--- src/hw/rtl/rlst_pkg.sv ---
// shared types, codes and the acquire decision for the recursive lock stack tracker
// no dependencies; used by rlst_ctrl, rlst_stack_mem and recursive_lock_stack_tracker
package rlst_pkg;

  localparam int DEF_STACK_DEPTH = 32;
  localparam int DEF_ID_BITS     = 16;
  localparam int LOCK_ID_W       = 16;

  localparam logic [2:0] OP_ACQ_RD = 3'd0;
  localparam logic [2:0] OP_TRY_RD = 3'd1;
  localparam logic [2:0] OP_REL_RD = 3'd2;
  localparam logic [2:0] OP_ACQ_WR = 3'd3;
  localparam logic [2:0] OP_TRY_WR = 3'd4;
  localparam logic [2:0] OP_REL_WR = 3'd5;

  localparam logic [2:0] ST_OK      = 3'd0;
  localparam logic [2:0] ST_FULL    = 3'd1;
  localparam logic [2:0] ST_EMPTY   = 3'd2;
  localparam logic [2:0] ST_WRONG   = 3'd3;
  localparam logic [2:0] ST_WAR     = 3'd4;
  localparam logic [2:0] ST_REFUSED = 3'd5;

  localparam logic [2:0] CMD_NONE   = 3'd0;
  localparam logic [2:0] CMD_ACQ_RD = 3'd1;
  localparam logic [2:0] CMD_TRY_RD = 3'd2;
  localparam logic [2:0] CMD_ACQ_WR = 3'd3;
  localparam logic [2:0] CMD_TRY_WR = 3'd4;
  localparam logic [2:0] CMD_REL_RD = 3'd5;
  localparam logic [2:0] CMD_REL_WR = 3'd6;

  localparam logic [1:0] OWN_KEEP  = 2'd0;
  localparam logic [1:0] OWN_SET   = 2'd1;
  localparam logic [1:0] OWN_CLEAR = 2'd2;

  typedef enum logic [2:0] {
    S_IDLE,
    S_DECODE,
    S_SEARCH,
    S_TOP_RD,
    S_TOP_CMP
  } state_t;

  typedef struct packed {
    logic rd_en;
    logic wr_en;
  } mem_ctl_t;

  typedef struct packed {
    logic [2:0] status;
    logic [2:0] cmd;
    logic [1:0] own;
    logic       push;
    logic       first;
  } acq_res_t;

  // outcome of an acquire once it is known whether the lock is already on the stack
  function automatic acq_res_t acq_resolve(input logic [2:0] op, input logic granted,
                                           input logic hit);
    acq_res_t r;
    logic     wr;
    logic     is_try;
    r      = '{status: ST_OK, cmd: CMD_NONE, own: OWN_KEEP, push: 1'b0, first: 1'b0};
    wr     = (op == OP_ACQ_WR) || (op == OP_TRY_WR);
    is_try = (op == OP_TRY_RD) || (op == OP_TRY_WR);
    if (hit) begin
      if (wr) begin
        r.status = ST_WAR;
      end else begin
        r.push = 1'b1;
      end
    end else if (is_try) begin
      r.cmd = wr ? CMD_TRY_WR : CMD_TRY_RD;
      if (granted) begin
        r.push  = 1'b1;
        r.first = 1'b1;
        r.own   = wr ? OWN_SET : OWN_KEEP;
      end else begin
        r.status = ST_REFUSED;
      end
    end else begin
      r.cmd   = wr ? CMD_ACQ_WR : CMD_ACQ_RD;
      r.push  = 1'b1;
      r.first = 1'b1;
      r.own   = wr ? OWN_SET : OWN_KEEP;
    end
    return r;
  endfunction

endpackage

--- src/hw/rtl/rlst_stack_mem.sv ---
// lock id stack storage: one write port, one registered read port
// depends on rlst_pkg for the control struct
module rlst_stack_mem #(
  parameter int DEPTH = 32,
  parameter int AW    = 5,
  parameter int W     = 16
) (
  input  logic               clk,
  input  rlst_pkg::mem_ctl_t ctl,
  input  logic [AW-1:0]      waddr,
  input  logic [W-1:0]       wdata,
  input  logic [AW-1:0]      raddr,
  output logic [W-1:0]       rdata
);
  import rlst_pkg::*;

  logic [W-1:0] mem [DEPTH];

  always_ff @(posedge clk) begin
    if (ctl.wr_en) begin
      mem[waddr] <= wdata;
    end
    if (ctl.rd_en) begin
      rdata <= mem[raddr];
    end
  end

endmodule

--- src/hw/rtl/rlst_ctrl.sv ---
// sequencer for the lock stack: decode, linear search with one shared comparator,
// top-of-stack check, depth and release bits, result registers; uses rlst_pkg
module rlst_ctrl #(
  parameter int STACK_DEPTH = 32,
  parameter int DW          = 6,
  parameter int AW          = 5,
  parameter int SW          = 16
) (
  input  logic                            clk,
  input  logic                            rst,
  input  logic                            start,
  output logic                            busy,
  input  logic [2:0]                      opcode,
  input  logic [rlst_pkg::LOCK_ID_W-1:0]  lock_id,
  input  logic                            owned_by_me,
  input  logic                            try_granted,
  output logic                            done,
  output logic [2:0]                      status,
  output logic [2:0]                      lower_command,
  output logic [1:0]                      owner_update,
  output logic [5:0]                      held_depth,
  output rlst_pkg::mem_ctl_t              mem_ctl,
  output logic [AW-1:0]                   mem_waddr,
  output logic [SW-1:0]                   mem_wdata,
  output logic [AW-1:0]                   mem_raddr,
  input  logic [SW-1:0]                   mem_rdata
);
  import rlst_pkg::*;

  localparam logic [DW-1:0] FULL_D = DW'(STACK_DEPTH);

  state_t               state, state_next;
  logic [2:0]           op_r;
  logic [SW-1:0]        id_r;
  logic                 mine_r;
  logic                 granted_r;
  logic [DW-1:0]        depth, depth_m1, depth_next;
  logic [STACK_DEPTH-1:0] rel;
  logic [DW-1:0]        scan, scan_next;
  logic                 pend, pend_next;
  logic                 id_eq;
  logic                 issue;

  logic                 fin;
  logic [2:0]           r_status;
  logic [2:0]           r_cmd;
  logic [1:0]           r_own;
  logic                 do_push, push_first, do_pop;
  acq_res_t             acq;

  assign busy      = (state != S_IDLE);
  assign depth_m1  = depth - 1'b1;
  assign id_eq     = (mem_rdata == id_r);
  assign issue     = (scan < depth);
  assign mem_waddr = depth[AW-1:0];
  assign mem_wdata = id_r;
  assign mem_raddr = (state == S_SEARCH) ? scan[AW-1:0] : depth_m1[AW-1:0];

  always_ff @(posedge clk) begin
    if (rst) begin
      state <= S_IDLE;
    end else begin
      state <= state_next;
    end
  end

  always_comb begin
    state_next  = state;
    fin         = 1'b0;
    r_status    = ST_OK;
    r_cmd       = CMD_NONE;
    r_own       = OWN_KEEP;
    do_push     = 1'b0;
    push_first  = 1'b0;
    do_pop      = 1'b0;
    scan_next   = scan;
    pend_next   = 1'b0;
    mem_ctl     = '{rd_en: 1'b0, wr_en: 1'b0};
    acq         = acq_resolve(op_r, granted_r, 1'b0);
    case (state)
      S_IDLE: begin
        if (start) begin
          state_next = S_DECODE;
        end
      end
      S_DECODE: begin
        case (op_r) inside
          OP_ACQ_RD, OP_TRY_RD, OP_ACQ_WR, OP_TRY_WR: begin
            if (depth == FULL_D) begin
              fin        = 1'b1;
              r_status   = ST_FULL;
              state_next = S_IDLE;
            end else if (mine_r && (op_r == OP_ACQ_WR || op_r == OP_TRY_WR)) begin
              // nested write hold: push with a clear release bit
              fin        = 1'b1;
              do_push    = 1'b1;
              state_next = S_IDLE;
            end else begin
              scan_next  = '0;
              state_next = S_SEARCH;
            end
          end
          OP_REL_RD, OP_REL_WR: begin
            if (depth == '0) begin
              fin        = 1'b1;
              r_status   = ST_EMPTY;
              state_next = S_IDLE;
            end else begin
              state_next = S_TOP_RD;
            end
          end
          default: begin
            fin        = 1'b1;
            state_next = S_IDLE;
          end
        endcase
      end
      S_SEARCH: begin
        // read of slot scan is issued now, its compare happens next cycle
        mem_ctl.rd_en = issue;
        pend_next     = issue;
        if (issue) begin
          scan_next = scan + 1'b1;
        end
        if ((pend && id_eq) || (!pend && !issue)) begin
          acq        = acq_resolve(op_r, granted_r, pend && id_eq);
          fin        = 1'b1;
          r_status   = acq.status;
          r_cmd      = acq.cmd;
          r_own      = acq.own;
          do_push    = acq.push;
          push_first = acq.first;
          pend_next  = 1'b0;
          state_next = S_IDLE;
        end
      end
      S_TOP_RD: begin
        mem_ctl.rd_en = 1'b1;
        state_next    = S_TOP_CMP;
      end
      S_TOP_CMP: begin
        fin        = 1'b1;
        state_next = S_IDLE;
        if (!id_eq) begin
          r_status = ST_WRONG;
        end else begin
          do_pop = 1'b1;
          if (rel[depth_m1[AW-1:0]]) begin
            r_cmd = (op_r == OP_REL_RD) ? CMD_REL_RD : CMD_REL_WR;
            r_own = (op_r == OP_REL_RD) ? OWN_KEEP : OWN_CLEAR;
          end
        end
      end
      default: begin
        state_next = S_IDLE;
      end
    endcase
    mem_ctl.wr_en = do_push;
  end

  always_comb begin
    depth_next = depth;
    if (do_push) begin
      depth_next = depth + 1'b1;
    end else if (do_pop) begin
      depth_next = depth_m1;
    end
  end

  always_ff @(posedge clk) begin
    if (rst) begin
      depth <= '0;
      rel   <= '0;
      done  <= 1'b0;
    end else begin
      depth <= depth_next;
      done  <= fin;
      if (do_push) begin
        rel[depth[AW-1:0]] <= push_first;
      end else if (do_pop) begin
        rel[depth_m1[AW-1:0]] <= 1'b0;
      end
    end
  end

  always_ff @(posedge clk) begin
    scan <= scan_next;
    pend <= pend_next;
    if (start && state == S_IDLE) begin
      op_r      <= opcode;
      id_r      <= lock_id[SW-1:0];
      mine_r    <= owned_by_me;
      granted_r <= try_granted;
    end
    if (fin) begin
      status        <= r_status;
      lower_command <= r_cmd;
      owner_update  <= r_own;
      held_depth    <= 6'(depth_next);
    end
  end

endmodule

--- src/hw/rtl/recursive_lock_stack_tracker.sv ---
// top level of the recursive reader-writer lock stack tracker
// depends on rlst_pkg, rlst_stack_mem and rlst_ctrl
//
//   channel  | handshake             | word
//   ---------+-----------------------+--------------------------------------------
//   request  | start high, busy low  | opcode, lock_id, owned_by_me, try_granted
//   result   | done high, one cycle  | status, lower_command, owner_update, held_depth
//
// one request gives one result. a release reads the top slot and compares it with the
// request id. an acquire that searches the stack reads slots one at a time from slot 0
// upward, through the single stack read port feeding one comparator, and stops at the
// first hit or after the last held slot.
// full, empty, nested write and undefined requests finish in decode. busy is high
// from the cycle after accept until the result cycle; a new word may be accepted while
// done is high. reset clears the depth and release bits, the id storage is not
// cleared. the receiver cannot stall results.
module recursive_lock_stack_tracker #(
  parameter int STACK_DEPTH = rlst_pkg::DEF_STACK_DEPTH,
  parameter int ID_BITS     = rlst_pkg::DEF_ID_BITS
) (
  input  logic                           clk,
  input  logic                           rst,
  input  logic                           start,
  output logic                           busy,
  input  logic [2:0]                     opcode,
  input  logic [rlst_pkg::LOCK_ID_W-1:0] lock_id,
  input  logic                           owned_by_me,
  input  logic                           try_granted,
  output logic                           done,
  output logic [2:0]                     status,
  output logic [2:0]                     lower_command,
  output logic [1:0]                     owner_update,
  output logic [5:0]                     held_depth
);
  import rlst_pkg::*;

  localparam int DW = $clog2(STACK_DEPTH + 1);
  localparam int AW = (STACK_DEPTH > 1) ? $clog2(STACK_DEPTH) : 1;
  localparam int SW = (ID_BITS < LOCK_ID_W) ? ID_BITS : LOCK_ID_W;

  mem_ctl_t      mem_ctl;
  logic [AW-1:0] mem_waddr;
  logic [AW-1:0] mem_raddr;
  logic [SW-1:0] mem_wdata;
  logic [SW-1:0] mem_rdata;

  rlst_stack_mem #(
    .DEPTH (STACK_DEPTH),
    .AW    (AW),
    .W     (SW)
  ) u_mem (
    .clk   (clk),
    .ctl   (mem_ctl),
    .waddr (mem_waddr),
    .wdata (mem_wdata),
    .raddr (mem_raddr),
    .rdata (mem_rdata)
  );

  rlst_ctrl #(
    .STACK_DEPTH (STACK_DEPTH),
    .DW          (DW),
    .AW          (AW),
    .SW          (SW)
  ) u_ctrl (
    .clk           (clk),
    .rst           (rst),
    .start         (start),
    .busy          (busy),
    .opcode        (opcode),
    .lock_id       (lock_id),
    .owned_by_me   (owned_by_me),
    .try_granted   (try_granted),
    .done          (done),
    .status        (status),
    .lower_command (lower_command),
    .owner_update  (owner_update),
    .held_depth    (held_depth),
    .mem_ctl       (mem_ctl),
    .mem_waddr     (mem_waddr),
    .mem_wdata     (mem_wdata),
    .mem_raddr     (mem_raddr),
    .mem_rdata     (mem_rdata)
  );

endmodule
--- config.mk ---
export PLATFORM = sky130hd
export DESIGN_NAME = recursive_lock_stack_tracker
export DESIGN_NICKNAME = d
export VERILOG_FILES = /design/src/hw/rtl/rlst_pkg.sv /design/src/hw/rtl/rlst_stack_mem.sv /design/src/hw/rtl/rlst_ctrl.sv /design/src/hw/rtl/recursive_lock_stack_tracker.sv
export SDC_FILE = /design/constraint.sdc
export NUM_CORES = 1
export LEC_CHECK = 0
export BUFFER_PORTS_ARGS = -buffer_cell sky130_fd_sc_hd__buf_4
export CORE_ASPECT_RATIO = 0.6
export CORE_MARGIN = 8
export CORE_UTILIZATION = 25
export DETAILED_ROUTE_END_ITERATION = 10
export PLACE_DENSITY_LB_ADDON = 0.25
export SLEW_MARGIN = 20
export SYNTH_ARGS = -nofsm -noshare
export SYNTH_HDL_FRONTEND = slang
export SYNTH_SLANG_ARGS = --single-unit
--- constraint.sdc ---
create_clock -name clk -period 6.4 [get_ports clk]
set_input_delay 0.32 -clock clk [delete_from_list [all_inputs] [get_ports clk]]
set_output_delay 0.32 -clock clk [all_outputs]
set_load 0.01 [all_outputs]
==> metrics.txt <==
status complete, no violations; IO Port Bufs 39; syn avg cell area 14.2 sq um; post-route ant nets 0; GRT busiest layer met1; post-synthesis instance area 0.0248 sq mm; Residual DRC 0; GP Congestion 0.883; count leader, synth edfxtp_1; Filler Cell Count 9815; Setup Fix Bufs, Post-CTS 0; routed vias 15500; Leak 0.00981 uW; fin crit share 76.4%; ys async rst share 0%; first-pass GRT wire length 110000 um; setup TNS 0 ps; met1 Use GR 19.7%; num ports 40; DIE WIDTH 423 um; Placed Cells 3068; top-area cell type share of the netlist area 68.9%; peak supply drop 193 uV; syn_nets 1789; drt total wl 76200 um; Root Driver clkbuf_16; 1st-pass router iterations 5; Post-synth EDFFs 569; nets 1864; dpl hpwl 47600 um; Max Cap Viol 0; initial core utilization 25.2%; share of layout cells above drive strength 1 12.2%; synth warn 0; Yosys reg bits 612; register area share after synthesis 72.3%; clock latency on the worst-skew pair 620 ps; overall routing resource usage 13.4%; non-filler cells, final 3190; Finish-stage setup viols 0; Via density 4.86; Setup Skew 30.2 ps; CP Class register to register; Power Density 279 mW/mm^2; Slew @ Worst Pin 1150 ps; H-tree level count 2; Critical Path Fanout Max 33; mean routed wirelength per cell 23.9 um; area leader, netlist edfxtp_1; CP required 6640 ps; global route overflow 0; Synth Flop Type edfxtp_1; most frequent cells after synthesis edfxtp_1, nand2_1, nand3_1; number of global-route vias before repair 15200; core area 0.0983 sq mm; hold buffer count at cts 22; fin. max-slew vios 0; Critical Path AT 5130 ps; row count 89; top post-synthesis cells by area edfxtp_1, nand2_1, mux2i_1, dfxtp_1, nand3_1; f_max 0.204 GHz; clock tree sinks 612; die area 0.110 sq mm; Slew HR 22.7%; Area Growth Syn to Fin 16.1%; Core Util, Final 29.3%; initial antenna violation count 6; met3 GRT Util 5.02%; total CTS buffers 53; Critical Path Start Type register; Detailed Route Iter0 Violations 1668; Critical Path Sink Type register; largest net degree at the start of global routing 103; hold crit path type input pin to register; Die Span Y 260 um; CTS tree yes; Final Hold Viols 0; met2 global-route usage 18.5%; Gates resized, CTS repair 0; min Tclk post-route 4890 ps; Cell variety after synth 58; RSZ-0062 raised after global routing false; Clock Pin Slew Worst Setup and Hold Paths 80 ps; number of cells produced by synthesis 1752; Clock Path Buffers 3; R2R setup slack 1510 ps
-- report_power, final --
part,internal [uW],switching [uW]
Sequential,4400,12.3
Clock,1610,1530
Combinational,133,336
Total,6150,1880
-- per-stage QoR --
stage	area, sq um	setup WS, ps	hold slack [ps]	power (uW)
6_report	28800	1510	101	8030
5_1_grt	28800	1150	85.9	8280
4_1_cts	28800	1500	64.6	8090
3_3_place_gp	26900	1520	464	4950
3_5_place_dp	26900	1500	476	4960
2_1_floorplan	24800	2690	419	4740
-- cell families (layout without fill, tap and decap cells) --
family | count (synthesis) | count (layout) | share of synthesized area, %
AND/OR/NAND/NOR | 636 | 636 | 11.5
adder cells (fa/ha/maj) | 13 | 13 | 0.656
XOR/XNOR | 27 | 27 | 0.953
AO/OA/AOI/OAI | 213 | 213 | 6.57
flip-flops | 612 | 612 | 72.3
other | 0 | 1 | 0
buffers and inverters | 124 | 242 | 2.36
multiplexers | 127 | 127 | 5.66
-- area by class of cell --
cell class                 count  area, sq um  share of cell area, %
multi-input combinational   1016         6460                   22.4
tap                         1319         1650                   5.73
clock buffer                  62         1360                   4.72
clock inverter                36          267                  0.925
timing repair buffer         125         1050                   3.66
sequential                   612        17900                   62.3
antenna                        1         2.50                0.00869
inverter                      19         71.3                  0.248
-- registers in the layout (all words and copies together) (netlist names) --
name,cells
u_ctrl.done,1
u_ctrl.rel,32
u_mem.rdata,16
u_ctrl.scan,6
u_ctrl.lower_command,3
u_ctrl.depth,6
u_ctrl.owner_update,2
u_mem.mem,512
u_ctrl.granted_r,1
u_ctrl.mine_r,1
u_ctrl.state,3
u_ctrl.mem_wdata,16
u_ctrl.op_r,3
u_ctrl.held_depth,6
u_ctrl.pend,1
u_ctrl.status,3
-- cell usage in the layout (no fill, tap or decap), types with 5 or more instances in the layout --
cell type      count
a21oi_1           32
a221oi_1          32
a31oi_1           19
a32oi_1           48
and3_1            21
buf_4             98
clkbuf_1           9
clkbuf_16         53
clkinv_1          10
clkinv_2          17
clkinvlp_4         5
dfxtp_1           43
dlygate4sd3_1     22
edfxtp_1         569
ha_1              13
inv_1             18
mux2i_1          115
mux4_2            10
nand2_1          327
nand2b_1           6
nand3_1          167
nand4_1           22
nor2_1            29
nor2_2             8
nor2_4            10
nor3_1            14
nor4_1             6
o211ai_1          17
o21ai_0            9
o221ai_1          14
o22ai_1            7
o2bb2ai_1          8
or3_1              6
xnor2_1            9
xor2_1            18
-- path summary, 6_finish.rpt --
kind                       start               to  cells past startpoint
min                          rst  u_ctrl.depth[3]                      2
min reg2reg        u_ctrl.rel[1]    u_ctrl.rel[1]                      2
max          u_ctrl.mem_wdata[6]  u_mem.mem[0][5]                      8
max reg2reg  u_ctrl.mem_wdata[6]  u_mem.mem[0][5]                      8
-- critical path: stages (launching register included) --
cell and delay (ps):
edfxtp_1 360, buf_4 270, xor2_1 220, nor4_1 710, nand4_1 560, nor4_1 800, or3_1 470, nand2_1 190
nor2_2 880
-- metal layers --
layer | vias up | part of all wire, %
li1 | 6870 | -
met2 | 564 | 40
met1 | 7946 | 47
met3 | 105 | 10
met5 | - | 0.028
met4 | 4 | 1.9
Note: power is estimated with default switching activity, not from simulation.
